File: src/hdl/ohlcv_bar_aggregator_defines.svh
// assertion macros shared by the ohlcv bar aggregator sources
`ifndef OHLCV_BAR_AGGREGATOR_DEFINES_SVH
`define OHLCV_BAR_AGGREGATOR_DEFINES_SVH

`ifndef SYNTHESIS
`define OBAG_ASSERT_NOW(lbl, clk, rst_n, ante, cons) \
	lbl: assert property (@(posedge clk) disable iff (!rst_n) (ante) |-> (cons)) \
		else $error("obag assertion failed");
`define OBAG_ASSERT_NEXT(lbl, clk, rst_n, ante, cons) \
	lbl: assert property (@(posedge clk) disable iff (!rst_n) (ante) |=> (cons)) \
		else $error("obag assertion failed");
`else
`define OBAG_ASSERT_NOW(lbl, clk, rst_n, ante, cons)
`define OBAG_ASSERT_NEXT(lbl, clk, rst_n, ante, cons)
`endif

`endif

File: src/hdl/obag_pkg.sv
// shared constants, codes and width helpers of the ohlcv bar aggregator
`timescale 1ns / 1ps
package obag_pkg;

	localparam int FIELD_W              = 24;
	localparam int TIME_W               = 63;
	localparam int VALUE_W              = 64;
	localparam int PV_W                 = 64;
	localparam int NUM_STATS            = 15;
	localparam int BAR_QUEUE_DEPTH      = 2;
	localparam int OBAG_MAX_TRADES_LOG2 = 16;
	localparam int OBAG_PRICE_BITS      = 24;

	typedef enum logic [3:0] {
		ID_OPEN     = 4'd0,
		ID_CLOSE    = 4'd1,
		ID_HIGH     = 4'd2,
		ID_LOW      = 4'd3,
		ID_VOL      = 4'd4,
		ID_SIZE     = 4'd5,
		ID_TICK_VOL = 4'd6,
		ID_TICK_SZ  = 4'd7,
		ID_SIDE_VOL = 4'd8,
		ID_SIDE_SZ  = 4'd9,
		ID_VWAP     = 4'd10,
		ID_START    = 4'd11,
		ID_STOP     = 4'd12,
		ID_DURATION = 4'd13,
		ID_COUNT    = 4'd14
	} stat_id_t;

	typedef enum logic [1:0] {
		ST_OK       = 2'd0,
		ST_ORDER    = 2'd1,
		ST_OVERFLOW = 2'd2,
		ST_ZERO_VOL = 2'd3
	} bar_status_t;

	localparam logic [1:0] DIR_BUY  = 2'b01;
	localparam logic [1:0] DIR_SELL = 2'b11;

	function automatic int price_width(input int price_bits);
		return (price_bits < FIELD_W) ? price_bits : FIELD_W;
	endfunction

	function automatic int sum_width(input int max_log2);
		return FIELD_W + max_log2;
	endfunction

	function automatic int rec_bits(input int max_log2, input int price_bits);
		int pw;
		int vw;
		pw = price_width(price_bits);
		vw = sum_width(max_log2);
		return 4 * pw + 2 * vw + 4 * (vw + 1) + PV_W + 2 * TIME_W + (max_log2 + 1) + 2;
	endfunction

endpackage

File: src/hdl/obag_bar_fifo.sv
// short queue of closed bar records between intake and emission
`timescale 1ns / 1ps
`include "ohlcv_bar_aggregator_defines.svh"
module obag_bar_fifo import obag_pkg::*; #(
	parameter int WIDTH = 8,
	parameter int DEPTH = BAR_QUEUE_DEPTH
) (
	input  logic             clk,
	input  logic             arst_n,
	input  logic             wr_en,
	input  logic [WIDTH-1:0] wr_data,
	output logic             full,
	input  logic             rd_en,
	output logic [WIDTH-1:0] rd_data,
	output logic             empty
);

	localparam int PTR_W = (DEPTH > 1) ? $clog2(DEPTH) : 1;
	localparam int CNT_W = $clog2(DEPTH + 1);

	logic [WIDTH-1:0] mem_q [DEPTH];
	logic [PTR_W-1:0] wr_ptr_q;
	logic [PTR_W-1:0] rd_ptr_q;
	logic [CNT_W-1:0] count_q;

	assign full    = (count_q == CNT_W'(DEPTH));
	assign empty   = (count_q == '0);
	assign rd_data = mem_q[rd_ptr_q];

	always_ff @(posedge clk) begin
		if (wr_en) begin
			mem_q[wr_ptr_q] <= wr_data;
		end
	end

	always_ff @(posedge clk or negedge arst_n) begin
		if (!arst_n) begin
			wr_ptr_q <= '0;
			rd_ptr_q <= '0;
			count_q  <= '0;
		end else begin
			if (wr_en) begin
				wr_ptr_q <= (wr_ptr_q == PTR_W'(DEPTH - 1)) ? '0 : wr_ptr_q + PTR_W'(1);
			end
			if (rd_en) begin
				rd_ptr_q <= (rd_ptr_q == PTR_W'(DEPTH - 1)) ? '0 : rd_ptr_q + PTR_W'(1);
			end
			if (wr_en && !rd_en) begin
				count_q <= count_q + CNT_W'(1);
			end else if (rd_en && !wr_en) begin
				count_q <= count_q - CNT_W'(1);
			end
		end
	end

	`OBAG_ASSERT_NOW(a_no_push_when_full, clk, arst_n, wr_en, !full)
	`OBAG_ASSERT_NOW(a_no_pop_when_empty, clk, arst_n, rd_en, !empty)
	`OBAG_ASSERT_NEXT(a_count_grows, clk, arst_n, (wr_en && !rd_en), (count_q == $past(count_q) + CNT_W'(1)))

endmodule

File: config.mk
export PLATFORM = sky130hd
export DESIGN_NAME = obag_bar_fifo
export DESIGN_NICKNAME = d
export VERILOG_FILES = /design/src/hdl/obag_pkg.sv /design/src/hdl/obag_bar_fifo.sv
export VERILOG_INCLUDE_DIRS = /design/src /design/src/hdl
export SDC_FILE = /design/constraint.sdc
export NUM_CORES = 1
export LEC_CHECK = 0
export ABC_CLOCK_PERIOD_IN_PS = 2500
export BUFFER_PORTS_ARGS = -buffer_cell sky130_fd_sc_hd__buf_2
export CAP_MARGIN = 10
export CORE_UTILIZATION = 40
export DETAILED_ROUTE_END_ITERATION = 6
export PLACE_DENSITY = 0.64
export SLEW_MARGIN = 0
export SYNTH_ARGS = -nofsm -noshare
export SYNTH_HDL_FRONTEND = slang
export SYNTH_SLANG_ARGS = --single-unit
export TNS_END_PERCENT = 50
File: constraint.sdc
create_clock -name clk -period 2.5 [get_ports clk]
set_input_delay 0.5 -clock clk [delete_from_list [all_inputs] [get_ports clk]]
set_output_delay 0.5 -clock clk [all_outputs]
set_load 0.01 [all_outputs]
# ---- Word level (Yosys, flattened, before mapping)
# Memory sizes are Yosys's and may differ from the RTL's.
# Cells that the tools add are included.
# Widths: inputs -> output; s select.
dict set report op_classes {
  n_addsub 4
  eq_ne 1
  n_mux 6
  n_reduce_logical 6
}
# op n
set op_table {}
lappend op_table {{$mux 1} 4}
lappend op_table {{$mux 2} 2}
lappend op_table {{$add 1x1->1 const B} 2}
lappend op_table {{$add 2x1->2 const B} 1}
lappend op_table {{$eq 2x2->1 const B} 1}
lappend op_table {{$logic_and 1x1->1} 2}
lappend op_table {{$logic_not 1->1} 2}
lappend op_table {{$logic_not 2->1} 1}
lappend op_table {{$reduce_bool 2->1} 1}
lappend op_table {{$sub 2x1->2 const B} 1}
dict set report word_totals {
  reg_bits 4
  ramBits 16
  input_bits 12
  output_inout_bits 10
  elab_cells 21
  mem_count 1
}
# name depth word_bits read_ports rd_ports_with_merged_regs write_ports line
set memory_table {}
lappend memory_table {mem_q 2 8 1 0 1 obag_bar_fifo.sv:21} ;# logic [WIDTH-1:0] mem_q [DEPTH];

# ---- Logic depth before layout (Yosys ltp)
dict set report depth {
  depth_word 4
  depth_mapped 5
  ltp_nobuf 5
}

# ---- Worst setup path after synthesis
# No wires, ideal clock.
dict set report synth_path {
  path_kind {register to output}
  start {register rd_ptr_q}
  end {output port rd_data[0]}
  arrival_ns 0.801
  required_ns 2.000
  setup_slack_ns 1.199
  stages_incl_launch_ff 3
  n_path_buf 1
  cell_sequence {dfrtp_1 -> buf_6 -> mux2_2}
}
dict set report synth_between {
  elab_chain_cells 1
}
# element line
set synth_lines {}
lappend synth_lines {{start, declared} obag_bar_fifo.sv:23} ;# logic [PTR_W-1:0] rd_ptr_q;
lappend synth_lines {{start signal, assigned} obag_bar_fifo.sv:46} ;# rd_ptr_q <= (rd_ptr_q == PTR_W'(DEPTH - 1)) ? '0 : rd_ptr_q + PTR_W'(1);
lappend synth_lines {{$mem_v2 2x8} --}
lappend synth_lines {{end, declared} obag_bar_fifo.sv:14} ;# output logic [WIDTH-1:0] rd_data,
# Every way passes these cells.

# ---- Worst setup path after layout
dict set report layout_path {
  start {register rd_ptr_q}
  end {output port rd_data[2]}
}
# Same word-level chain as after synthesis.

==> flow_summary_export.csv <==
group,metric,value,unit
run_status,status,"finished, final reports clean",
routing,ant_nets,0,
hold_path,hold_class,"input port to register",
global_route,grt_pass1_wl,1.64,mm
sta,max_clock_freq,528,MHz
synth,yosysTopAreaCellShare,62.3,%
sta,setup_viol,0,
placed_design,routabilityCongestion,0.657,
die,io_pins,22,
run,drv_cap,0,
cts,postCtsSetupBuffers,0,
cts,clock_path_buffers,2,
sta,hold_viol,0,
sta,fin_tns_setup,0,ns
power,p_leak,0.380,nW
cells_and_area,area_delta_synth_final,20.9,%
power,power_frac_clock,15.6,%
routing,num_vias,400,
synth,synth.distinct_cells,12,
cells_and_area,antennaDiodeCount,0,
power,peakVddDrop,0.000553,V
synth,synth.area.top_cells,"edfxtp_1 (62%), dfrtp_1 (13%), mux2_2 (12%)",
routing,dr.pass1.iters,2,
die,die_x,45.9,um
placed_design,place_area,896,um^2
routing,routed_wl,1.06,mm
sta,rsz0062_at_grt,"false",
die,die_y,45.9,um
sta,fin_hold_ws,0.396,ns
global_route,grt_max_degree,12,
synth,yosys_warnings,0,
global_route,antenna_found_initial,0,
synth,avgSynthCellArea,18.8,um^2
die,num_rows,15,
synth,syn-instance-count,41,
global_route,track_usage,11.3,%
routing,drtIter0Drc,5,
cts,tritoncts,"yes",
routing,via_per_inst,4.40,
cells_and_area,nets,80,
power,design_power_total,0.932,mW
power,p_int,0.661,mW
sta,slew_headroom,49.2,%
routing,wl_per_cell,11.7,um
worst_setup_path,worst-setup-path-type,"register to output pin",
cts,numCtsBuffers,3,
synth,syn_nets,54,
sta,skew,0.00511,ns
cts,path_clk_slew,0.10,ns
worst_setup_path,crit_required,2.00,ns
die,fp.coreArea,0.00176,mm^2
cts,cts.sinks,20,
worst_setup_path,worst_ep_arrival_time,1.39,ns
synth,yosys.area.top_type,"edfxtp_1",
die,start_util,43.7,%
power,p_switching,0.271,mW
worst_setup_path,start_kind,"register",
global_route,grt_overflow,0,
global_route,grt_pass1_vias,371,
power,power_density,1000,mW/mm^2
cells_and_area,utilization,52.8,%
routing,drcViolationCount,0,
cts,clk_latency,0.28,ns
sta,min_period_over_period,75.7,%
sta,tightest_slew,0.760,ns
die,die-area,0.00211,mm^2
sta,layout_min_cycle_time,1.89,ns
cts,h-tree-depth,1,
worst_setup_path,cp-end-kind,"output pin",
power,p_sw_share,29.1,%
placed_design,dp_hpwl,781,um
synth,yosysSeqAreaShare,75.3,%
power,p_seq_share,55.5,%
placed_design,place.port_buffers,21,
cells_and_area,stdcell_area,932,um^2
cts,root_buffer,"clkbuf_4",
sta,slew_violations,0,
cells_and_area,drive_above_1_share,50.0,%
synth,ys_ff_latch,20,
synth,synth_area,771,um^2
worst_setup_path,path_max_fanout,9,
power,power_frac_comb,28.9,%
==> state kept, by name, summed over array words and instances, names as in the netlist <==
signal    cells
wr_ptr_q      1
rd_ptr_q      1
mem_q        16
count_q       2
==> Yosys cell counts <==
cell type	n
edfxtp_1	16
mux2_2	8
dfrtp_1	4
xor2_1	4
nor2_1	2
and2_1	1
and2b_2	1
buf_6	1
ha_1	1
inv_1	1
nor2b_1	1
xnor2_1	1
==> cells by family after synthesis <==
family / synth area share (%)
AND/OR/NAND/NOR: 3.74
flip-flops: 75.3
adder cells (fa/ha/maj): 1.62
multiplexers: 11.7
XOR/XNOR: 5.68
buffers and inverters: 1.95
==> per-stage QoR <==
step / worst slack [ns] / cells
after CTS: 0.581 / 91
after global placement: 0.881 / 86
after floorplan: 1.20 / 41
after global routing: 0.531 / 91
final: 0.607 / 91
after detailed placement: 0.859 / 86
==> cell type report <==
cell class	count	area (um^2)
clock buffer	4	26.3
fill	159	832
inverter	1	3.75
multi-input combinational	19	175
sequential	20	581
tap	25	31.3
timing repair buffer	22	115
==> layout by cell type (no fill, tap or decap), drive strengths merged, types with 2 or more instances in the layout <==
cell type / synthesis / final
buf: 1 / 21
edfxtp: 16 / 16
mux2: 8 / 8
xor2: 4 / 4
dfrtp: 4 / 4
clkbuf: 0 / 4
nor2: 2 / 2
==> routing by layer <==
layer / wire length, um / vias up / track usage, % / share of wire [%]
met5: 0 / - / 0 / 0
li1: - / 202 / - / -
met1: 508 / 182 / 14.2 / 48
met4: 0 / 0 / 1.76 / 0
met2: 487 / 16 / 18.3 / 46
met3: 67 / 0 / 4.76 / 6.3
==> power by group through the flow <==
stage	combinational (mW)	sequential, mW	clock, mW
2_1_floorplan	0.218	0.489	0
3_3_place_gp	0.271	0.521	0
3_5_place_dp	0.275	0.527	0
4_1_cts	0.276	0.520	0.152
5_1_grt	0.299	0.530	0.164
6_report	0.270	0.517	0.145
==> timing repair <==
action,4_1_cts,5_1_grt
hold endpoints to repair,4,0
resized for setup,0,0
hold buffers,1,0
==> critical path, cell delays in order (launching register included) <==
cell and delay, ns:
dfrtp_1 0.59, mux2_2 0.38, buf_2 0.14
==> path summary, 6_finish.rpt <==
check                      slack [ns]  cells past startpoint                 start                     end
min reg2reg                      0.49                      1  wr_ptr_q$_DFFE_PN0P_    wr_ptr_q$_DFFE_PN0P_
min in group asynchronous        0.54                      2                arst_n    wr_ptr_q$_DFFE_PN0P_
min                              0.40                      1            wr_data[6]   mem_q[1][6]$_DFFE_PP_
max reg2reg                      1.12                      1  wr_ptr_q$_DFFE_PN0P_   mem_q[0][1]$_DFFE_PP_
max in group asynchronous        1.84                      2                arst_n  count_q[1]$_DFFE_PN0P_
max                              0.61                      2  rd_ptr_q$_DFFE_PN0P_              rd_data[2]
Power figures use the tool's default switching activity.
