File: config.mk
export PLATFORM = sky130hd
export DESIGN_NAME = obag_front_flat
export DESIGN_NICKNAME = d
export VERILOG_FILES = /design/src/hdl/ohlcv_bar_aggregator_defines.svh /design/src/hdl/obag_pkg.sv /design/src/hdl/obag_if.sv /design/src/hdl/obag_front.sv /design/src/flat_wrapper.sv
export SDC_FILE = /design/constraint.sdc
export NUM_CORES = 2
export LEC_CHECK = 0
export ABC_AREA = 1
export BUFFER_PORTS_ARGS = -buffer_cell sky130_fd_sc_hd__buf_2
export CAP_MARGIN = 30
export CORE_AREA = 2 2 452 454
export CTS_BUF_LIST = sky130_fd_sc_hd__clkbuf_8 sky130_fd_sc_hd__clkbuf_16
export DETAILED_ROUTE_END_ITERATION = 7
export DIE_AREA = 0 0 454 456
export HOLD_SLACK_MARGIN = 0.06
export MAX_ROUTING_LAYER = met4
export SLEW_MARGIN = 20
export SYNTH_ARGS = -nofsm -noshare
export SYNTH_HDL_FRONTEND = slang
export SYNTH_SLANG_ARGS = --single-unit
File: constraint.sdc
create_clock -name clk -period 5.52 [get_ports clk]
set_input_delay 1.656 -clock clk [delete_from_list [all_inputs] [get_ports clk]]
set_output_delay 1.656 -clock clk [all_outputs]
set_load 0.005 [all_outputs]
File: src/hdl/ohlcv_bar_aggregator_defines.svh
// assertion macros shared by the ohlcv bar aggregator sources
`ifndef OHLCV_BAR_AGGREGATOR_DEFINES_SVH
`define OHLCV_BAR_AGGREGATOR_DEFINES_SVH

`ifndef SYNTHESIS
`define OBAG_ASSERT_NOW(lbl, clk, rst_n, ante, cons) \
	lbl: assert property (@(posedge clk) disable iff (!rst_n) (ante) |-> (cons)) \
		else $error("obag assertion failed");
`define OBAG_ASSERT_NEXT(lbl, clk, rst_n, ante, cons) \
	lbl: assert property (@(posedge clk) disable iff (!rst_n) (ante) |=> (cons)) \
		else $error("obag assertion failed");
`else
`define OBAG_ASSERT_NOW(lbl, clk, rst_n, ante, cons)
`define OBAG_ASSERT_NEXT(lbl, clk, rst_n, ante, cons)
`endif

`endif

File: src/hdl/obag_pkg.sv
// shared constants, codes and width helpers of the ohlcv bar aggregator
`timescale 1ns / 1ps
package obag_pkg;

	localparam int FIELD_W              = 24;
	localparam int TIME_W               = 63;
	localparam int VALUE_W              = 64;
	localparam int PV_W                 = 64;
	localparam int NUM_STATS            = 15;
	localparam int BAR_QUEUE_DEPTH      = 2;
	localparam int OBAG_MAX_TRADES_LOG2 = 16;
	localparam int OBAG_PRICE_BITS      = 24;

	typedef enum logic [3:0] {
		ID_OPEN     = 4'd0,
		ID_CLOSE    = 4'd1,
		ID_HIGH     = 4'd2,
		ID_LOW      = 4'd3,
		ID_VOL      = 4'd4,
		ID_SIZE     = 4'd5,
		ID_TICK_VOL = 4'd6,
		ID_TICK_SZ  = 4'd7,
		ID_SIDE_VOL = 4'd8,
		ID_SIDE_SZ  = 4'd9,
		ID_VWAP     = 4'd10,
		ID_START    = 4'd11,
		ID_STOP     = 4'd12,
		ID_DURATION = 4'd13,
		ID_COUNT    = 4'd14
	} stat_id_t;

	typedef enum logic [1:0] {
		ST_OK       = 2'd0,
		ST_ORDER    = 2'd1,
		ST_OVERFLOW = 2'd2,
		ST_ZERO_VOL = 2'd3
	} bar_status_t;

	localparam logic [1:0] DIR_BUY  = 2'b01;
	localparam logic [1:0] DIR_SELL = 2'b11;

	function automatic int price_width(input int price_bits);
		return (price_bits < FIELD_W) ? price_bits : FIELD_W;
	endfunction

	function automatic int sum_width(input int max_log2);
		return FIELD_W + max_log2;
	endfunction

	function automatic int rec_bits(input int max_log2, input int price_bits);
		int pw;
		int vw;
		pw = price_width(price_bits);
		vw = sum_width(max_log2);
		return 4 * pw + 2 * vw + 4 * (vw + 1) + PV_W + 2 * TIME_W + (max_log2 + 1) + 2;
	endfunction

endpackage

File: src/hdl/obag_if.sv
// trade and statistic channel interfaces
`timescale 1ns / 1ps
interface obag_trade_if;
	logic               valid;
	logic               ready;
	logic [23:0]        trade_price;
	logic [23:0]        trade_volume;
	logic [23:0]        trade_size;
	logic signed [1:0]  trade_direction;
	logic [62:0]        trade_time;
	logic               bar_end;

	modport source (
		output valid, trade_price, trade_volume, trade_size, trade_direction,
			trade_time, bar_end,
		input ready
	);
	modport sink (
		input valid, trade_price, trade_volume, trade_size, trade_direction,
			trade_time, bar_end,
		output ready
	);
endinterface


File: src/hdl/obag_front.sv
// trade intake: price times volume stage, then per-bar accumulators
`timescale 1ns / 1ps
module obag_front import obag_pkg::*; #(
	parameter int MAX_TRADES_LOG2 = OBAG_MAX_TRADES_LOG2,
	parameter int PRICE_BITS      = OBAG_PRICE_BITS
) (
	input  logic                                          clk,
	input  logic                                          arst_n,
	obag_trade_if.sink                                    trades,
	output logic                                          rec_push,
	output logic [rec_bits(MAX_TRADES_LOG2, PRICE_BITS)-1:0] rec_data,
	input  logic                                          rec_full
);

	localparam int PW     = price_width(PRICE_BITS);
	localparam int VW     = sum_width(MAX_TRADES_LOG2);
	localparam int CW     = MAX_TRADES_LOG2 + 1;
	localparam int PROD_W = PW + FIELD_W;

	typedef struct packed {
		logic [PW-1:0]     open_price;
		logic [PW-1:0]     close_price;
		logic [PW-1:0]     high_price;
		logic [PW-1:0]     low_price;
		logic [VW-1:0]     vol_sum;
		logic [VW-1:0]     size_sum;
		logic [VW:0]       tick_vol;
		logic [VW:0]       tick_size;
		logic [VW:0]       side_vol;
		logic [VW:0]       side_size;
		logic [PV_W-1:0]   pv_sum;
		logic [TIME_W-1:0] start_time;
		logic [TIME_W-1:0] stop_time;
		logic [CW-1:0]     trade_count;
		bar_status_t       fault;
	} bar_rec_t;

	// stage 1
	logic               valid_s1;
	logic [PW-1:0]      price_s1;
	logic [FIELD_W-1:0] vol_s1;
	logic [FIELD_W-1:0] size_s1;
	logic [1:0]         dir_s1;
	logic [TIME_W-1:0]  time_s1;
	logic               last_s1;
	logic [PROD_W-1:0]  pv_s1;

	// bar accumulators
	logic              in_bar_q,      in_bar_d;
	logic [PW-1:0]     open_q,        open_d;
	logic [PW-1:0]     high_q,        high_d;
	logic [PW-1:0]     low_q,         low_d;
	logic [PW-1:0]     prev_price_q,  prev_price_d;
	logic [TIME_W-1:0] start_q,       start_d;
	logic [TIME_W-1:0] prev_time_q,   prev_time_d;
	logic [VW-1:0]     vol_q,         vol_d;
	logic [VW-1:0]     size_q,        size_d;
	logic [VW:0]       tick_vol_q,    tick_vol_d;
	logic [VW:0]       tick_size_q,   tick_size_d;
	logic [VW:0]       side_vol_q,    side_vol_d;
	logic [VW:0]       side_size_q,   side_size_d;
	logic [PV_W-1:0]   pv_q,          pv_d;
	logic [CW-1:0]     count_q,       count_d;
	bar_status_t       fault_q,       fault_d;

	logic          advance;
	logic          drop;
	logic [VW:0]   vol_x;
	logic [VW:0]   size_x;
	bar_rec_t      rec;

	assign advance      = valid_s1 && (!last_s1 || !rec_full);
	assign trades.ready = !valid_s1 || advance;

	always_ff @(posedge clk or negedge arst_n) begin
		if (!arst_n) begin
			valid_s1 <= 1'b0;
		end else if (trades.ready) begin
			valid_s1 <= trades.valid;
		end
	end

	always_ff @(posedge clk) begin
		if (trades.valid && trades.ready) begin
			price_s1 <= trades.trade_price[PW-1:0];
			vol_s1   <= trades.trade_volume;
			size_s1  <= trades.trade_size;
			dir_s1   <= trades.trade_direction;
			time_s1  <= trades.trade_time;
			last_s1  <= trades.bar_end;
			pv_s1    <= {{FIELD_W{1'b0}}, trades.trade_price[PW-1:0]}
				* {{PW{1'b0}}, trades.trade_volume};
		end
	end

	assign vol_x  = {{(VW + 1 - FIELD_W){1'b0}}, vol_s1};
	assign size_x = {{(VW + 1 - FIELD_W){1'b0}}, size_s1};

	always_comb begin
		in_bar_d     = in_bar_q;
		open_d       = open_q;
		high_d       = high_q;
		low_d        = low_q;
		prev_price_d = prev_price_q;
		start_d      = start_q;
		prev_time_d  = prev_time_q;
		vol_d        = vol_q;
		size_d       = size_q;
		tick_vol_d   = tick_vol_q;
		tick_size_d  = tick_size_q;
		side_vol_d   = side_vol_q;
		side_size_d  = side_size_q;
		pv_d         = pv_q;
		count_d      = count_q;
		fault_d      = fault_q;
		drop         = 1'b0;

		if (!in_bar_q) begin
			in_bar_d = 1'b1;
			open_d   = price_s1;
			high_d   = price_s1;
			low_d    = price_s1;
			start_d  = time_s1;
		end else if (count_q[CW-1]) begin
			// bar full, trade dropped
			drop = 1'b1;
			if (fault_q == ST_OK) begin
				fault_d = ST_OVERFLOW;
			end
		end else begin
			if ((time_s1 < prev_time_q) && (fault_q == ST_OK)) begin
				fault_d = ST_ORDER;
			end
			if (price_s1 > high_q) begin
				high_d = price_s1;
			end
			if (price_s1 < low_q) begin
				low_d = price_s1;
			end
			if (price_s1 > prev_price_q) begin
				tick_vol_d  = tick_vol_q + vol_x;
				tick_size_d = tick_size_q + size_x;
			end else if (price_s1 < prev_price_q) begin
				tick_vol_d  = tick_vol_q - vol_x;
				tick_size_d = tick_size_q - size_x;
			end
		end

		if (!drop) begin
			vol_d        = vol_q + vol_x[VW-1:0];
			size_d       = size_q + size_x[VW-1:0];
			pv_d         = pv_q + PV_W'(pv_s1);
			count_d      = count_q + CW'(1);
			prev_price_d = price_s1;
			prev_time_d  = time_s1;
			if (dir_s1 == DIR_BUY) begin
				side_vol_d  = side_vol_q + vol_x;
				side_size_d = side_size_q + size_x;
			end else if (dir_s1 == DIR_SELL) begin
				side_vol_d  = side_vol_q - vol_x;
				side_size_d = side_size_q - size_x;
			end
		end
	end

	always_comb begin
		rec.open_price  = open_d;
		rec.close_price = prev_price_d;
		rec.high_price  = high_d;
		rec.low_price   = low_d;
		rec.vol_sum     = vol_d;
		rec.size_sum    = size_d;
		rec.tick_vol    = tick_vol_d;
		rec.tick_size   = tick_size_d;
		rec.side_vol    = side_vol_d;
		rec.side_size   = side_size_d;
		rec.pv_sum      = pv_d;
		rec.start_time  = start_d;
		rec.stop_time   = prev_time_d;
		rec.trade_count = count_d;
		rec.fault       = fault_d;
	end

	assign rec_push = advance && last_s1;
	assign rec_data = rec;

	always_ff @(posedge clk or negedge arst_n) begin
		if (!arst_n) begin
			in_bar_q     <= 1'b0;
			open_q       <= '0;
			high_q       <= '0;
			low_q        <= '0;
			prev_price_q <= '0;
			start_q      <= '0;
			prev_time_q  <= '0;
			vol_q        <= '0;
			size_q       <= '0;
			tick_vol_q   <= '0;
			tick_size_q  <= '0;
			side_vol_q   <= '0;
			side_size_q  <= '0;
			pv_q         <= '0;
			count_q      <= '0;
			fault_q      <= ST_OK;
		end else if (advance) begin
			if (last_s1) begin
				// bar closed, start afresh
				in_bar_q     <= 1'b0;
				open_q       <= '0;
				high_q       <= '0;
				low_q        <= '0;
				prev_price_q <= '0;
				start_q      <= '0;
				prev_time_q  <= '0;
				vol_q        <= '0;
				size_q       <= '0;
				tick_vol_q   <= '0;
				tick_size_q  <= '0;
				side_vol_q   <= '0;
				side_size_q  <= '0;
				pv_q         <= '0;
				count_q      <= '0;
				fault_q      <= ST_OK;
			end else begin
				in_bar_q     <= in_bar_d;
				open_q       <= open_d;
				high_q       <= high_d;
				low_q        <= low_d;
				prev_price_q <= prev_price_d;
				start_q      <= start_d;
				prev_time_q  <= prev_time_d;
				vol_q        <= vol_d;
				size_q       <= size_d;
				tick_vol_q   <= tick_vol_d;
				tick_size_q  <= tick_size_d;
				side_vol_q   <= side_vol_d;
				side_size_q  <= side_size_d;
				pv_q         <= pv_d;
				count_q      <= count_d;
				fault_q      <= fault_d;
			end
		end
	end

endmodule

File: src/flat_wrapper.sv
// flat-port wrapper written by rule: the top's interface ports become plain ports
module obag_front_flat import obag_pkg::*;
#(
	parameter int MAX_TRADES_LOG2 = OBAG_MAX_TRADES_LOG2,
	parameter int PRICE_BITS      = OBAG_PRICE_BITS
)
  (clk, arst_n, rec_push, rec_data, rec_full, trades_valid, trades_trade_price, trades_trade_volume, trades_trade_size, trades_trade_direction, trades_trade_time, trades_bar_end, trades_ready);
  obag_trade_if trades_i ();
  input  logic clk;
  input  logic arst_n;
  output logic rec_push;
  output logic [rec_bits(MAX_TRADES_LOG2, PRICE_BITS)-1:0] rec_data;
  input  logic rec_full;
  input wire logic [$bits(trades_i.valid)-1:0] trades_valid;
  input wire logic [$bits(trades_i.trade_price)-1:0] trades_trade_price;
  input wire logic [$bits(trades_i.trade_volume)-1:0] trades_trade_volume;
  input wire logic [$bits(trades_i.trade_size)-1:0] trades_trade_size;
  input wire logic [$bits(trades_i.trade_direction)-1:0] trades_trade_direction;
  input wire logic [$bits(trades_i.trade_time)-1:0] trades_trade_time;
  input wire logic [$bits(trades_i.bar_end)-1:0] trades_bar_end;
  output wire logic [$bits(trades_i.ready)-1:0] trades_ready;
  assign trades_i.valid = trades_valid;
  assign trades_i.trade_price = trades_trade_price;
  assign trades_i.trade_volume = trades_trade_volume;
  assign trades_i.trade_size = trades_trade_size;
  assign trades_i.trade_direction = trades_trade_direction;
  assign trades_i.trade_time = trades_trade_time;
  assign trades_i.bar_end = trades_bar_end;
  assign trades_ready = trades_i.ready;
  obag_front #(.MAX_TRADES_LOG2(MAX_TRADES_LOG2), .PRICE_BITS(PRICE_BITS)) u_core (.clk(clk), .arst_n(arst_n), .trades(trades_i), .rec_push(rec_push), .rec_data(rec_data), .rec_full(rec_full));
endmodule
# Yosys cells after proc, flatten, opt, wreduce, memory -nomap -nowiden

Cells that the tools add are included.

Multiplexer cells: 50
Equal/unequal tests: 2
Reductions and logical operators: 10
$mul: 1
Add/subtract/negate cells: 12
$lt $le $gt $ge: 5

Operators by type and width:

| kind                                           | number |
|---|---|
| 2-to-1 mux 41 bit                              | 18 |
| 2-to-1 mux 24 bit                              | 12 |
| 2-to-1 mux 63 bit                              | 4 |
| adder 41 x 24 -> 41 bit                        | 4 |
| subtractor 41 x 24 -> 41 bit                   | 4 |
| 2-to-1 mux 40 bit                              | 4 |
| 2-to-1 mux 64 bit                              | 2 |
| adder 40 x 24 -> 40 bit                        | 2 |
| adder 64 x 48 -> 64 bit                        | 1 |
| less-than comparator 63 bit                    | 1 |
| > comparator 24 bit                            | 2 |
| less-than comparator 24 bit                    | 2 |
| multiplier 24 x 24 -> 48 bit                   | 1 |
| 2-to-1 mux 17 bit                              | 2 |
| adder 17 x 1 -> 17 bit (second input constant) | 1 |
| 2-to-1 mux 2 bit                               | 5 |
| logical AND 1 bit                              | 4 |
| zero test 1 bit                                | 3 |
| 2-to-1 mux 1 bit                               | 3 |
| == test 2 x 1 -> 1 bit (second input constant) | 1 |
| == test 2 bit (second input constant)          | 1 |
| zero test 2 bit                                | 1 |
| logical OR 1 bit                               | 2 |

Input port bits: 142
Word-level logic and storage cells: 104
Register bits after elaboration: 737
Output and inout port bits: 551

# Depth between registers and ports, before layout

Depth in word-level cells: 6
Gate-level depth with buffers: 28

# Worst setup path before layout

OpenSTA, ideal clock, no wires.

Kind: input port to flip-flop
From: in trades_trade_price[13]
To: reg u_core.pv_s1[32] (data pin)
Stages on the path: 27
Required time: 5.255 ns
Path slack: -1.918 ns
Arrival time: 7.173 ns
Buffers on the path: 1
Path through: clkbuf_1 > nand2_1 > fa_1 > inv_1 > fa_1 > inv_1 > fa_1 > inv_1 > fa_1 > inv_1 > fa_1 > inv_1 > fa_1 > inv_1 > fa_1 > inv_1 > ha_1 > nand2_1 > nor2_1 > inv_1 > nor2_1 > inv_1 > a21oi_1 > or2_2 > a21oi_1 > o21ai_0 > xor2_1

Cells in the longest elaborated chain, start to end: 1

RTL lines:

| what                         | RTL line           | text |
|---|---|---|
| start: declaration           | flat_wrapper.sv:15 | `input wire logic [$bits(trades_i.trade_price)-1:0] trades_trade_price;` |
| multiplier 24 x 24 -> 48 bit | obag_front.sv:92   | `* {{PW{1'b0}}, trades.trade_volume};` |
| end signal: assignment       | obag_front.sv:91   | `pv_s1 <= {{FIELD_W{1'b0}}, trades.trade_price[PW-1:0]}` |
| end: declaration             | obag_front.sv:46   | `logic [PROD_W-1:0] pv_s1;` |

No other way between the ends.
A chain may end at the register's enable or synchronous reset.

# Final worst setup path

From: in trades_trade_volume[4]
To: reg u_core.pv_s1[45] (data pin)

Cells in the longest elaborated chain, start to end: 1

RTL lines:

| what                         | RTL line           | text |
|---|---|---|
| start: declaration           | flat_wrapper.sv:16 | `input wire logic [$bits(trades_i.trade_volume)-1:0] trades_trade_volume;` |
| multiplier 24 x 24 -> 48 bit | obag_front.sv:92   |  |

No other way between the ends.

==> results.md <==
* Nets at 14034
* Number of synthesized flops with an enable pin at between 150 and 200
* Initial Utilization at 39.9%
* Max Freq at 149 MHz
* Syn Nets at 13128
* Clock sinks at 737
* Initial antenna violation count at 18
* Gpl congestion at 1.00
* Hold Path Class: reg -> reg
* Die Y at 456 um
* Leading area contributor after synthesis: nand2_1
* CTS tree: built
* Post-DP HPWL at 283 mm
* Number of warnings issued by yosys at 0
* CTS root buf: clkbuf_16
* CP required at ~6 ns
* Fill cells at 20444
* Die span in x at 454 um
* Final ANT Viol Nets at 0
* Crit path launch type: primary input
* WL final at 351 mm
* Number of global-route vias before repair at 80663
* Num CTS Buffers at 97
* Iter 0 DRT Violations at 7359
* Vias per inst at 5.32
* Failing checks: negative setup slack
* Outcome: finished, violations left
* Clock slew at reported path FFs at 0.06 ns
* Yosys cell types at 56
* Seq cells post-synth at between 700 and 800
* Crit path kind: in -> reg
* Layout area overhead at 19.8%
* Synth area leaders: nand2_1 (17%), dfrtp_1 (17%), fa_1 (12%)
* Worst-Skew Late Latency at slightly above 0.8 ns
* Share of layout cells above drive strength 1 at between 10% and 20%
* DRC at 0
* # IOs at 693
* Core area at 202000 um^2
* RSZ-0062 raised after global routing: true
* Mean post-synth cell area at 6.76 um^2
* Final-report hold violation count at 0
* Tmin final at 6.72 ns
* Setup WS post-layout at -1.20 ns
* # Max-Cap Violations at 0
* Total number of vias at 82904
* Final Cycle Share at 122%
* Asr flop ratio synth at 74.8%
* Final Cell Area at slightly below 100000 um^2
* Port Buffers at 692
* GRT overflow at 0
* DIE AREA at 207000 um^2
* Final setup viols at 39
* First-pass GRT wire length at 517 mm
* Top FF cell, synth: dfrtp_1
* # hold bufs at CTS at 0
* H-tree depth at 3
* Sequential area share after synthesis at around a quarter
* Most numerous cell in the Yosys netlist: nand2_1
* Row count at 165
* GRT Util Overall at between 30% and 40%
* Worst EP arrival at ~7.2 ns
* CP Capture Type: register
* Drt pass-1 iters at 6
* Avg WL per Cell at 22.6 um
* Max-slew violations at 0
* Slew headroom at around a quarter
* Worst slew pin tran at 1.12 ns
* Synthesized area at 80500 um^2
* Clk_skew at 0.0841 ns
* Share of the synthesized area in the top cell type at 17.4%
* Area after DPL at 90000 um^2
* Largest net degree at the start of global routing at 153
* Commonest cells in the netlist: nand2_1 (3734), inv_1 (2191), nor2_1 (801), nand3_1 (645), o21ai_0 (621)
* Synthesized netlist cell count at between 10000 and 15000
* Clock buffer depth at 3
* Worst-path maximum fanout at 7
[layout make-up]
cell class,count,area [um^2],share of cell area [%]
Clock buffer,106,2550,2.65
Antenna cell,10,25.0,0.0260
Inverter,2206,8320,8.64
Multi-Input combinational cell,8537,53200,55.2
Sequential cell,737,19400,20.1
Clock inverter,78,1030,1.07
Tap cell,2672,3340,3.47
Timing Repair Buffer,1224,8520,8.84
[cell usage in the layout (no fill, tap or decap), types with 42 or more instances in the layout]
cell / synthesis / routed
nand2_1: 3734 / 3644
inv_1: 2191 / 2135
nor2_1: 801 / 749
buf_2: 84 / 652
nand3_1: 645 / 619
o21ai_0: 621 / 581
dfrtp_1: 551 / 550
ha_1: 596 / 548
a21oi_1: 608 / 546
fa_1: 493 / 463
buf_4: 1 / 440
edfxtp_1: 186 / 186
nor3_1: 117 / 112
o22ai_1: 110 / 110
xor2_1: 114 / 107
clkbuf_16: 0 / 97
nand4_1: 96 / 96
a22o_1: 87 / 87
xnor2_1: 78 / 72
and2_1: 72 / 72
inv_2: 15 / 69
buf_6: 5 / 69
nand2_2: 8 / 68
o21ai_1: 48 / 68
o21bai_1: 54 / 47
a21oi_2: 6 / 46
buf_12: 0 / 44
nor4_1: 44 / 42
[per-stage QoR]
step | util [%] | TNS [ns] | hold WS (ns) | instances | setup slack, ns
2_1_floorplan | - | -44.88 | 0.449 | 11897 | -1.50
6_report | 47.8 | -38.72 | 0.479 | 15570 | -1.20
3_3_place_gp | 44.6 | -75.84 | 0.462 | 15281 | -2.18
4_1_cts | 47.0 | -36.33 | 0.482 | 15501 | -1.18
3_5_place_dp | 44.6 | -78.07 | 0.465 | 15281 | -2.29
5_1_grt | 47.8 | -44.10 | 0.491 | 15570 | -1.34
[kinds of logic after synthesis]
| kind of cell | Yosys count | synth area share [%] |
|---|---|---|
| AND/OR/NAND/NOR | 5589 | 28.3 |
| XOR/XNOR | 192 | 2.09 |
| buffers and inverters | 2623 | 12.4 |
| AO/OA/AOI/OAI | 1667 | 11.6 |
| adder cells (fa/ha/maj) | 1089 | 21.5 |
| flip-flops | 737 | 24.1 |
[final timing paths]
kind	from	end	slack [ns]	cells after the start
max	trades_trade_volume[4]	u_core.pv_s1[45]	-1.20	27
min in group asynchronous	arst_n	u_core.start_q[26]	0.80	1
min reg2reg	u_core.open_q[21]	u_core.open_q[21]	0.48	2
max reg2reg	u_core.last_s1	u_core.size_q[16]	2.40	5
min	u_core.open_q[21]	u_core.open_q[21]	0.48	2
max in group asynchronous	arst_n	u_core.pv_q[36]	3.47	2
[worst max-delay path, cell delays in order]
cell and delay (ns):
buf_12 0.08, buf_12 0.13, nand2_4 0.05, fa_1 0.50, inv_2 0.04, fa_1 0.53
inv_1 0.06, fa_2 0.52, inv_2 0.04, fa_1 0.54, inv_1 0.05, fa_1 0.47
inv_1 0.05, fa_1 0.49, inv_2 0.05, fa_1 0.49, inv_2 0.06, ha_4 0.24
a21oi_4 0.19, nand2_4 0.08, a21oi_2 0.16, nor2_2 0.05, nor2_1 0.11, nand2_2 0.09
a21oi_4 0.20, o21ai_2 0.07, xor2_1 0.15
[sequential cells by signal (all words and copies together), names as in the netlist, 40 cells and up]
signal / cells
u_core.start_q: 63
u_core.prev_time_q: 63
u_core.side_vol_q: 41
u_core.time_s1: 63
u_core.size_q: 40
u_core.pv_s1: 48
u_core.pv_q: 64
u_core.vol_q: 40
u_core.tick_size_q: 41
u_core.side_size_q: 41
u_core.tick_vol_q: 41
[layer usage]
metal	GRT usage, %	share of wire (%)	vias up
met4	16.4	5.7	0
li1	-	-	39067
met3	3.82	6.2	633
met2	53.8	46	3038
met1	43.5	42	40166
met5	-	0	-
[timing repair]
item / in CTS / in global routing
gates cloned: 1 / 0
resized for setup: 253 / 304
pin swaps: 79 / 111
endpoints found under the setup margin: 160 / 175
buffers inserted: 36 / 61
hold endpoints to repair: 0 / 0
Power is not shown: default switching activity piles up to over one toggle a cycle in this logic, so the estimate is an artifact.
