--- config.mk ---
export PLATFORM = sky130hd
export DESIGN_NAME = obag_back_flat
export DESIGN_NICKNAME = d
export VERILOG_FILES = /design/src/hdl/obag_pkg.sv /design/src/hdl/obag_if.sv /design/src/hdl/obag_divider.sv /design/src/hdl/obag_back.sv /design/src/flat_wrapper.sv
export VERILOG_INCLUDE_DIRS = /design/src /design/src/hdl
export SDC_FILE = /design/constraint.sdc
export NUM_CORES = 2
export LEC_CHECK = 0
export BUFFER_PORTS_ARGS = -buffer_cell sky130_fd_sc_hd__buf_4
export CAP_MARGIN = 10
export CORE_MARGIN = 2
export CORE_UTILIZATION = 45
export CTS_BUF_LIST = sky130_fd_sc_hd__clkbuf_4 sky130_fd_sc_hd__clkbuf_8
export DETAILED_ROUTE_END_ITERATION = 10
export PLACE_DENSITY = 0.68
export SYNTH_ARGS = -nofsm -noshare
export SYNTH_HDL_FRONTEND = slang
export SYNTH_SLANG_ARGS = --single-unit
--- constraint.sdc ---
create_clock -name clk -period 8.4 [get_ports clk]
set_clock_uncertainty 0.15 [all_clocks]
set_input_delay 0.84 -clock clk [delete_from_list [all_inputs] [get_ports clk]]
set_output_delay 0.84 -clock clk [all_outputs]
set_load 0.01 [all_outputs]
--- src/hdl/ohlcv_bar_aggregator_defines.svh ---
// assertion macros shared by the ohlcv bar aggregator sources
`ifndef OHLCV_BAR_AGGREGATOR_DEFINES_SVH
`define OHLCV_BAR_AGGREGATOR_DEFINES_SVH

`ifndef SYNTHESIS
`define OBAG_ASSERT_NOW(lbl, clk, rst_n, ante, cons) \
	lbl: assert property (@(posedge clk) disable iff (!rst_n) (ante) |-> (cons)) \
		else $error("obag assertion failed");
`define OBAG_ASSERT_NEXT(lbl, clk, rst_n, ante, cons) \
	lbl: assert property (@(posedge clk) disable iff (!rst_n) (ante) |=> (cons)) \
		else $error("obag assertion failed");
`else
`define OBAG_ASSERT_NOW(lbl, clk, rst_n, ante, cons)
`define OBAG_ASSERT_NEXT(lbl, clk, rst_n, ante, cons)
`endif

`endif

--- src/hdl/obag_pkg.sv ---
// shared constants, codes and width helpers of the ohlcv bar aggregator
`timescale 1ns / 1ps
package obag_pkg;

	localparam int FIELD_W              = 24;
	localparam int TIME_W               = 63;
	localparam int VALUE_W              = 64;
	localparam int PV_W                 = 64;
	localparam int NUM_STATS            = 15;
	localparam int BAR_QUEUE_DEPTH      = 2;
	localparam int OBAG_MAX_TRADES_LOG2 = 16;
	localparam int OBAG_PRICE_BITS      = 24;

	typedef enum logic [3:0] {
		ID_OPEN     = 4'd0,
		ID_CLOSE    = 4'd1,
		ID_HIGH     = 4'd2,
		ID_LOW      = 4'd3,
		ID_VOL      = 4'd4,
		ID_SIZE     = 4'd5,
		ID_TICK_VOL = 4'd6,
		ID_TICK_SZ  = 4'd7,
		ID_SIDE_VOL = 4'd8,
		ID_SIDE_SZ  = 4'd9,
		ID_VWAP     = 4'd10,
		ID_START    = 4'd11,
		ID_STOP     = 4'd12,
		ID_DURATION = 4'd13,
		ID_COUNT    = 4'd14
	} stat_id_t;

	typedef enum logic [1:0] {
		ST_OK       = 2'd0,
		ST_ORDER    = 2'd1,
		ST_OVERFLOW = 2'd2,
		ST_ZERO_VOL = 2'd3
	} bar_status_t;

	localparam logic [1:0] DIR_BUY  = 2'b01;
	localparam logic [1:0] DIR_SELL = 2'b11;

	function automatic int price_width(input int price_bits);
		return (price_bits < FIELD_W) ? price_bits : FIELD_W;
	endfunction

	function automatic int sum_width(input int max_log2);
		return FIELD_W + max_log2;
	endfunction

	function automatic int rec_bits(input int max_log2, input int price_bits);
		int pw;
		int vw;
		pw = price_width(price_bits);
		vw = sum_width(max_log2);
		return 4 * pw + 2 * vw + 4 * (vw + 1) + PV_W + 2 * TIME_W + (max_log2 + 1) + 2;
	endfunction

endpackage

--- src/hdl/obag_if.sv ---


interface obag_stat_if;
	logic               valid;
	logic               ready;
	logic [3:0]         stat_id;
	logic signed [63:0] stat_value;
	logic [1:0]         bar_status;
	logic               stat_last;

	modport source (
		output valid, stat_id, stat_value, bar_status, stat_last,
		input ready
	);
	modport sink (
		input valid, stat_id, stat_value, bar_status, stat_last,
		output ready
	);
endinterface

--- src/hdl/obag_divider.sv ---
// restoring divider, one quotient bit per clock
`timescale 1ns / 1ps
module obag_divider #(
	parameter int NUM_W = 64,
	parameter int DEN_W = 40
) (
	input  logic             clk,
	input  logic             arst_n,
	input  logic             start,
	input  logic [NUM_W-1:0] numer,
	input  logic [DEN_W-1:0] denom,
	output logic             done,
	output logic [NUM_W-1:0] quotient
);

	localparam int CNT_W = $clog2(NUM_W);

	logic             busy_q;
	logic             done_q;
	logic [CNT_W-1:0] cnt_q;
	logic [NUM_W-1:0] num_q;
	logic [DEN_W-1:0] rem_q;
	logic [DEN_W-1:0] den_q;
	logic [DEN_W:0]   trial;
	logic             fits;

	assign trial    = {rem_q, num_q[NUM_W-1]};
	assign fits     = (trial >= {1'b0, den_q});
	assign done     = done_q;
	assign quotient = num_q;

	always_ff @(posedge clk or negedge arst_n) begin
		if (!arst_n) begin
			busy_q <= 1'b0;
			done_q <= 1'b0;
			cnt_q  <= '0;
			num_q  <= '0;
			rem_q  <= '0;
			den_q  <= '0;
		end else begin
			done_q <= 1'b0;
			if (start) begin
				busy_q <= 1'b1;
				cnt_q  <= CNT_W'(NUM_W - 1);
				num_q  <= numer;
				rem_q  <= '0;
				den_q  <= denom;
			end else if (busy_q) begin
				rem_q <= fits ? DEN_W'(trial - {1'b0, den_q}) : trial[DEN_W-1:0];
				num_q <= {num_q[NUM_W-2:0], fits};
				cnt_q <= cnt_q - CNT_W'(1);
				if (cnt_q == '0) begin
					busy_q <= 1'b0;
					done_q <= 1'b1;
				end
			end
		end
	end

endmodule

--- src/hdl/obag_back.sv ---
// bar close: vwap division and the fifteen statistic words
`timescale 1ns / 1ps
`include "ohlcv_bar_aggregator_defines.svh"
module obag_back import obag_pkg::*; #(
	parameter int MAX_TRADES_LOG2 = OBAG_MAX_TRADES_LOG2,
	parameter int PRICE_BITS      = OBAG_PRICE_BITS
) (
	input  logic                                          clk,
	input  logic                                          arst_n,
	input  logic [rec_bits(MAX_TRADES_LOG2, PRICE_BITS)-1:0] rec_data,
	input  logic                                          rec_empty,
	output logic                                          rec_pop,
	obag_stat_if.source                                   stats
);

	localparam int PW = price_width(PRICE_BITS);
	localparam int VW = sum_width(MAX_TRADES_LOG2);
	localparam int CW = MAX_TRADES_LOG2 + 1;

	typedef struct packed {
		logic [PW-1:0]     open_price;
		logic [PW-1:0]     close_price;
		logic [PW-1:0]     high_price;
		logic [PW-1:0]     low_price;
		logic [VW-1:0]     vol_sum;
		logic [VW-1:0]     size_sum;
		logic [VW:0]       tick_vol;
		logic [VW:0]       tick_size;
		logic [VW:0]       side_vol;
		logic [VW:0]       side_size;
		logic [PV_W-1:0]   pv_sum;
		logic [TIME_W-1:0] start_time;
		logic [TIME_W-1:0] stop_time;
		logic [CW-1:0]     trade_count;
		bar_status_t       fault;
	} bar_rec_t;

	typedef enum logic [1:0] {
		S_IDLE,
		S_DIV,
		S_EMIT
	} state_t;

	state_t               state_q;
	bar_rec_t             rec_in;
	bar_rec_t             rec_q;
	bar_status_t          bar_status_q;
	logic [PV_W-1:0]      vwap_q;
	stat_id_t             idx_q;
	logic                 valid_q;
	stat_id_t             sid_q;
	logic [VALUE_W-1:0]   value_q;
	bar_status_t          status_q;
	logic                 last_q;
	logic [VALUE_W-1:0]   word;
	logic                 out_load;
	logic                 div_done;
	logic [PV_W-1:0]      div_quot;

	assign rec_in   = bar_rec_t'(rec_data);
	assign rec_pop  = (state_q == S_IDLE) && !rec_empty;
	assign out_load = (state_q == S_EMIT) && (!valid_q || stats.ready);

	obag_divider #(
		.NUM_W (PV_W),
		.DEN_W (VW)
	) u_div (
		.clk      (clk),
		.arst_n   (arst_n),
		.start    (rec_pop),
		.numer    (rec_in.pv_sum),
		.denom    (rec_in.vol_sum),
		.done     (div_done),
		.quotient (div_quot)
	);

	always_comb begin
		unique case (idx_q)
			ID_OPEN:     word = VALUE_W'(rec_q.open_price);
			ID_CLOSE:    word = VALUE_W'(rec_q.close_price);
			ID_HIGH:     word = VALUE_W'(rec_q.high_price);
			ID_LOW:      word = VALUE_W'(rec_q.low_price);
			ID_VOL:      word = VALUE_W'(rec_q.vol_sum);
			ID_SIZE:     word = VALUE_W'(rec_q.size_sum);
			ID_TICK_VOL: word = {{(VALUE_W - VW - 1){rec_q.tick_vol[VW]}}, rec_q.tick_vol};
			ID_TICK_SZ:  word = {{(VALUE_W - VW - 1){rec_q.tick_size[VW]}}, rec_q.tick_size};
			ID_SIDE_VOL: word = {{(VALUE_W - VW - 1){rec_q.side_vol[VW]}}, rec_q.side_vol};
			ID_SIDE_SZ:  word = {{(VALUE_W - VW - 1){rec_q.side_size[VW]}}, rec_q.side_size};
			ID_VWAP:     word = vwap_q;
			ID_START:    word = {1'b0, rec_q.start_time};
			ID_STOP:     word = {1'b0, rec_q.stop_time};
			ID_DURATION: word = {1'b0, rec_q.stop_time} - {1'b0, rec_q.start_time};
			ID_COUNT:    word = VALUE_W'(rec_q.trade_count);
			default:     word = '0;
		endcase
	end

	always_ff @(posedge clk or negedge arst_n) begin
		if (!arst_n) begin
			state_q      <= S_IDLE;
			rec_q        <= '0;
			bar_status_q <= ST_OK;
			vwap_q       <= '0;
			idx_q        <= ID_OPEN;
			valid_q      <= 1'b0;
			sid_q        <= ID_OPEN;
			value_q      <= '0;
			status_q     <= ST_OK;
			last_q       <= 1'b0;
		end else begin
			if (valid_q && stats.ready && !out_load) begin
				valid_q <= 1'b0;
			end
			unique case (state_q)
				S_IDLE: begin
					if (rec_pop) begin
						rec_q   <= rec_in;
						state_q <= S_DIV;
						if ((rec_in.fault == ST_OK) && (rec_in.vol_sum == '0)) begin
							bar_status_q <= ST_ZERO_VOL;
						end else begin
							bar_status_q <= rec_in.fault;
						end
					end
				end
				S_DIV: begin
					if (div_done) begin
						vwap_q  <= (rec_q.vol_sum == '0) ? '0 : div_quot;
						idx_q   <= ID_OPEN;
						state_q <= S_EMIT;
					end
				end
				S_EMIT: begin
					if (out_load) begin
						valid_q  <= 1'b1;
						sid_q    <= idx_q;
						value_q  <= word;
						status_q <= bar_status_q;
						last_q   <= (idx_q == ID_COUNT);
						if (idx_q == ID_COUNT) begin
							state_q <= S_IDLE;
						end else begin
							idx_q <= stat_id_t'(idx_q + 4'd1);
						end
					end
				end
				default: state_q <= S_IDLE;
			endcase
		end
	end

	assign stats.valid      = valid_q;
	assign stats.stat_id    = sid_q;
	assign stats.stat_value = value_q;
	assign stats.bar_status = status_q;
	assign stats.stat_last  = last_q;

	`OBAG_ASSERT_NOW(a_last_on_count, clk, arst_n, valid_q, (last_q == (sid_q == ID_COUNT)))
	`OBAG_ASSERT_NEXT(a_words_in_order, clk, arst_n, (valid_q && stats.ready && !last_q), (valid_q && (4'(sid_q) == 4'($past(sid_q)) + 4'd1)))
	`OBAG_ASSERT_NOW(a_div_done_in_div, clk, arst_n, div_done, (state_q == S_DIV))

endmodule

--- src/flat_wrapper.sv ---
// flat-port wrapper written by rule: the top's interface ports become plain ports
module obag_back_flat import obag_pkg::*;
#(
	parameter int MAX_TRADES_LOG2 = OBAG_MAX_TRADES_LOG2,
	parameter int PRICE_BITS      = OBAG_PRICE_BITS
)
  (clk, arst_n, rec_data, rec_empty, rec_pop, stats_valid, stats_stat_id, stats_stat_value, stats_bar_status, stats_stat_last, stats_ready);
  obag_stat_if stats_i ();
  input  logic clk;
  input  logic arst_n;
  input  logic [rec_bits(MAX_TRADES_LOG2, PRICE_BITS)-1:0] rec_data;
  input  logic rec_empty;
  output logic rec_pop;
  output wire logic [$bits(stats_i.valid)-1:0] stats_valid;
  output wire logic [$bits(stats_i.stat_id)-1:0] stats_stat_id;
  output wire logic [$bits(stats_i.stat_value)-1:0] stats_stat_value;
  output wire logic [$bits(stats_i.bar_status)-1:0] stats_bar_status;
  output wire logic [$bits(stats_i.stat_last)-1:0] stats_stat_last;
  input wire logic [$bits(stats_i.ready)-1:0] stats_ready;
  assign stats_valid = stats_i.valid;
  assign stats_stat_id = stats_i.stat_id;
  assign stats_stat_value = stats_i.stat_value;
  assign stats_bar_status = stats_i.bar_status;
  assign stats_stat_last = stats_i.stat_last;
  assign stats_i.ready = stats_ready;
  obag_back #(.MAX_TRADES_LOG2(MAX_TRADES_LOG2), .PRICE_BITS(PRICE_BITS)) u_core (.clk(clk), .arst_n(arst_n), .rec_data(rec_data), .rec_empty(rec_empty), .rec_pop(rec_pop), .stats(stats_i));
endmodule
# Word-level counts from Yosys, hierarchy flattened
# Cells that the tools add are included.
dict set report word_totals {
  regBits 779
  latch_bits 0
  ram_bits 0
  mem_bits_ro 0
  inputBits 553
  output_inout_bits 73
  elab_cells 104
  n_memories 0
}
dict set report classes {
  n_addsub 4
  multipliers 0
  n_div 0
  order_cmp 1
  eq_ne 21
  shifts 0
  n_mux 28
  bitwise_logic 0
  n_reduce_logical 22
}
# op n
set ops {}
lappend ops {{$pmux W64 S15} 1}
lappend ops {{$mux W64} 3}
lappend ops {{$mux W40} 3}
lappend ops {{$logic_not A40 Y1} 2}
lappend ops {{$sub A63 B63 Y64} 1}
lappend ops {{$ge A41 B40 Y1} 1}
lappend ops {{$sub A40 B40 Y40} 1}
lappend ops {{$eq A4 B4 Y1 const B} 7}
lappend ops {{$eq A4 B3 Y1 const B} 4}
lappend ops {{$mux W4} 3}
lappend ops {{$mux W6} 2}
lappend ops {{$mux W2} 5}
lappend ops {{$mux W1} 9}
lappend ops {{$eq A4 B2 Y1 const B} 2}
lappend ops {{$ne A2 B2 Y1 const B} 4}
lappend ops {{$pmux W4 S2} 1}
lappend ops {{$reduce_and A4 Y1} 2}
lappend ops {{$logic_not A6 Y1} 1}
lappend ops {{$pmux W2 S3} 1}
lappend ops {{$reduce_and A2 Y1} 3}
lappend ops {{$sub A6 B1 Y6 const B} 1}
lappend ops {{$logic_and A1 B1 Y1} 5}
lappend ops {{$add A4 B1 Y4 const B} 1}
lappend ops {{$eq A4 B1 Y1 const B} 1}
lappend ops {{other kinds (8)} 12}

# Depth between registers and ports, before layout
dict set report depth {
  depth_word 8
  depth_mapped 14
  mapped_depth_nobuf 13
}

# Modules after synthesis
# Synthesis repeated with hierarchy kept, for this count alone.
dict set report unflattened {
  cells_unflattened 3754
  hier_area_um2 39774.4
}
# mod n_inst cells_per_inst area_per_inst_um2 seq_area_each_um2
set modules_own_cells {}
lappend modules_own_cells {obag_back 1 2699 30574.3 15690.0}
lappend modules_own_cells {obag_divider 1 1055 9200.1 3803.6}

# Worst setup path after synthesis
# Ideal clock, no wire load.
dict set report synth_path {
  kind {input to output}
  startpoint {in rec_empty}
  endpoint {out rec_pop}
  arrival_ns 2.168
  required_time_ns 7.410
  setup_slack_ns 5.242
  stages 5
  n_path_buf 3
  cell_sequence {or3_1 inv_1 clkbuf_1 clkbuf_1 clkbuf_1}
}
dict set report synth_via {
  elab_chain_cells 2
}
# element line_no
set synth_lines {}
lappend synth_lines {{from (decl)} flat_wrapper.sv:12} ;# input logic rec_empty;
lappend synth_lines {{$logic_not A1 Y1} obag_back.sv:61} ;# assign rec_pop = (state_q == S_IDLE) && !rec_empty;
lappend synth_lines {{$logic_and A1 B1 Y1} obag_back.sv:61}
lappend synth_lines {{to (decl)} flat_wrapper.sv:13} ;# output logic rec_pop;
# No other way between the ends.

# Worst setup path in the final report
dict set report layout_path {
  startpoint {reg u_core.u_div.den_q[10]}
  endpoint {reg u_core.u_div.rem_q[16]}
}
dict set report layout_via {
  elab_chain_cells 4
  elab_cells_between_ends 5
  classes_between {add/sub (1); order compare (1); mux (3)}
}
# element line_no
set layout_lines {}
lappend layout_lines {{from (decl)} obag_divider.sv:23} ;# logic [DEN_W-1:0] den_q;
lappend layout_lines {{from (signal assigned)} obag_divider.sv:47} ;# den_q <= denom;
lappend layout_lines {{$sub A40 B40 Y40 or $ge A41 B40 Y1 (tied branches)} {obag_divider.sv:49, obag_divider.sv:28}}
lappend layout_lines {{$mux W40 *} obag_divider.sv:49} ;# rem_q <= fits ? DEN_W'(trial - {1'b0, den_q}) : trial[DEN_W-1:0];
lappend layout_lines {{$mux W40 *} obag_divider.sv:48} ;# end else if (busy_q) begin
lappend layout_lines {{$mux W40 *} obag_divider.sv:42} ;# if (start) begin
lappend layout_lines {{to (signal assigned)} obag_divider.sv:49}
lappend layout_lines {{to (decl)} obag_divider.sv:22} ;# logic [DEN_W-1:0] rem_q;
# Every way passes the cells marked *; elsewhere a longest branch is shown, timed or not. The select of a mux whose other input is x is not followed.
# A chain may end at the register's enable or synchronous reset.

==> flow_summary.json <==
{
  "run_status": "completed",
  "drive_above_1_share_pct": 19.0,
  "finalCritPeriodShare_pct": 50.6,
  "dp_slack_ns": 4.20,
  "synthAdderAreaFrac_pct": 3.70,
  "met1_length_mm": 64.2,
  "path_cells": "inv_1 -> ha_1 -> nand3_2 -> or3_1 -> a21oi_1 -> o31ai_1 -> nand3_1 -> a31oi_2 -> o21ai_4 -> buf_4 -> mux2i_1 -> a211oi_1",
  "hold_slack_ns": 0.0785,
  "maxSlewHeadroom_pct": 16.9,
  "setup_ws_ns": 4.15,
  "setup_violations": 0,
  "muxShareOfSynthArea_pct": 2.58,
  "die_h_um": 294,
  "route.met3.wl_mm": 17.1,
  "final_util_pct": 55.3,
  "wl_mm": 155,
  "drcViolationCount": 0,
  "syn_to_final_growth_pct": 21.8,
  "dp_hpwl_mm": 113,
  "die_x_um": 294,
  "seq_area_sq_mm": 0.0185,
  "worstHoldPathType": "input pin to register",
  "cp.required_ns": 8.84,
  "crit_family": "compound AO/OA/AOI/OAI gates",
  "p_per_area_mw_per_mm2": 427,
  "ys_types": 78,
  "drtIter0Drc": 4241,
  "period_needed_ns": 4.25,
  "die_area_sq_mm": 0.0866,
  "yosysSeqAreaShare_pct": 48.8,
  "syn_area_per_cell_sq_um": 8.69,
  "ys.warnings.count": 0,
  "ys_ff_latch": 739,
  "yosysMostFrequentCell": "nand2_1",
  "vias": 36111,
  "cts_tree": "built",
  "crit_fanout": 32,
  "async_flop_share_pct": 100,
  "num_rows": 106,
  "place_area_sq_mm": 0.0433,
  "io_buffers": 625,
  "finalInstanceArea_sq_mm": 0.0462,
  "r2r-end": "u_core.u_div.rem_q[16]",
  "start_util_pct": 45.4,
  "vias_per_cell": 5.95,
  "cp_num_buf_inv": 2,
  "hold_end": "u_core.rec_q[225]",
  "top_layer_used": "met5",
  "fin_total_pwr_mw": 19.7,
  "setup_tns_ns": 0,
  "yosys.area.top_type": "dfrtp_1",
  "worst_path_max_delay_cell": "o21ai_4",
  "synth.top_cells.by_area": "dfrtp_1 (49%), nand2_1 (15%), o21ai_0 (4.2%), ha_1 (3.6%), clkbuf_1 (2.7%)",
  "multi_input_area_sq_mm": 0.0178,
  "grt_pass1_wl_mm": 226,
  "critPathKind": "register to register",
  "gp_congestion": 0.963,
  "cp.arrival_ns": 4.68,
  "coreArea_sq_mm": 0.0836,
  "numCtsBuffers": 134,
  "final_nets": 5542,
  "clock_latency_ns": 0.80,
  "cap_violations": 0,
  "p_leak_nw": 23.2,
  "synth_compound_area_share_pct": 18.6,
  "synth_simple_gate_area_share_pct": 19.7,
  "grt_max_degree": 233,
  "regToRegStartpoint": "u_core.u_div.den_q[10]",
  "holdPathStages": 3,
  "synth_xor_area_share_pct": 2.31,
  "synth_top_family_by_area": "simple AND/OR/NAND/NOR gates",
  "postRouteAntennaNets": 0,
  "globalRouteOverflowTotal": 0,
  "wl_met2_mm": 67.3,
  "n_fill_cell": 7738,
  "syn-num-nets": 5027,
  "synthTopCellsByCount": "nand2_1 (1474), dfrtp_1 (739), o21ai_0 (317)",
  "rrSetupSlack_ns": 4.15,
  "yosys.area.top_type_share_pct": 48.8,
  "clk_pin_slew_ns": 0.07,
  "hold_viol_final": 0,
  "worst_pin_slew_ns": 1.25,
  "final_cells": 6068,
  "cts_sinks": 739,
  "io_pins": 626,
  "ir_worst_vdd_mv": 0.268,
  "post_synth_instance_area_sq_mm": 0.0379,
  "slew_violations": 0,
  "clockRootBuffer": "clkbuf_8",
  "ff2ff_path_depth": 12,
  "grt_use_total_pct": 35.3,
  "grt_pass1_vias": 34693,
  "grt_setup_unrepaired": "no",
  "cts_buffer_depth": 3,
  "synthCells": 4363,
  "post_drt_wl_per_cell_um": 25.6,
  "start_kind": "register",
  "hp-start": "rec_data[225]",
  "fmax_ghz": 0.235,
  "dominantRegCellSynth": "dfrtp_1",
  "cp-end-kind": "register",
  "dp.cells": 5821,
  "drt_first_pass_iters": 7,
  "cpPeakStageDelay_ns": 0.83,
  "synth_edf_count": 0,
  "h-tree-depth": 4,
  "antenna_found_initial": 14
}
-- layout make-up --
type                    count  area share (%)
repair buffers            672            11.1
diodes                     10          0.0542
well taps                1080            2.93
inverters                 136            1.12
flip-flops and latches    739            40.1
clock inverters            32           0.710
clock buffers             204            5.54
multi-input cells        3195            38.5
-- worst reg2reg max path, cell delays in order, from the launching register on --
cell and delay [ns]:
dfrtp_1 0.46, inv_1 0.09, ha_1 0.44, nand3_2 0.13
or3_1 0.38, a21oi_1 0.23, o31ai_1 0.12, nand3_1 0.14
a31oi_2 0.20, o21ai_4 0.83, buf_4 0.50, mux2i_1 0.27
a211oi_1 0.10
-- placed cells by master (no fill, tap or decap), types with 66 or more instances in the layout --
master       n
ha_1       109
a22o_1      96
a21oi_1    180
nor2_1     103
a22oi_1    126
nand2_1   1474
buf_4      666
dfrtp_1    738
inv_1      134
a21o_1      66
clkbuf_8   164
mux2i_1     93
o21ai_0    317
-- cells by family after synthesis --
family | count (synthesis)
AO/OA/AOI/OAI | 1054
XOR/XNOR | 100
adder cells (fa/ha/maj) | 111
buffers and inverters | 429
flip-flops | 739
multiplexers | 97
AND/OR/NAND/NOR | 1833
-- timing repair --
| action | in CTS | in global routing |
|---|---|---|
| hold buffers | 1 | 0 |
| setup buffers | 0 | 0 |
| endpoints found under the hold margin | 59 | 0 |
| resized for setup | 0 | 0 |
-- state kept, by name, summed over array words and instances, names as in the netlist, 2 cells and up --
signal                   flops
u_core.u_div.cnt_q           6
u_core.stats.stat_value     64
u_core.rec_q               449
u_core.stats.bar_status      2
u_core.u_div.rem_q          40
u_core.vwap_q               64
u_core.stats.stat_id         4
u_core.bar_status_q          2
u_core.u_div.quotient       64
u_core.u_div.den_q          34
u_core.idx_q                 4
u_core.state_q               2
-- routing by layer --
layer | global-route usage [%] | vias to the layer above
met5 | 0 | -
met4 | 15.6 | 4
met3 | 9.62 | 292
met2 | 51.4 | 1982
met1 | 49.1 | 17709
li1 | - | 16124
-- worst max-delay path by stage --
stage                           start                     end  slack (ns)  cells past startpoint
5_1_grt        u_core.u_div.den_q[10]  u_core.u_div.rem_q[21]        3.88                     12
3_3_place_gp   u_core.u_div.den_q[10]  u_core.u_div.rem_q[33]        4.34                     12
2_1_floorplan               rec_empty                 rec_pop        5.24                      5
3_5_place_dp   u_core.u_div.den_q[10]  u_core.u_div.rem_q[37]        4.20                     12
6_report       u_core.u_div.den_q[10]  u_core.u_div.rem_q[16]        4.15                     12
4_1_cts        u_core.u_div.den_q[10]  u_core.u_div.rem_q[16]        4.15                     12
-- power breakdown --
part           internal (mW)  switching, mW  total (mW)
Combinational           3.67           5.84        9.51
Clock                   2.08           1.62        3.70
Sequential              5.13           1.37        6.50
Total                   10.9           8.82        19.7
(Power assumes the default switching activity.)
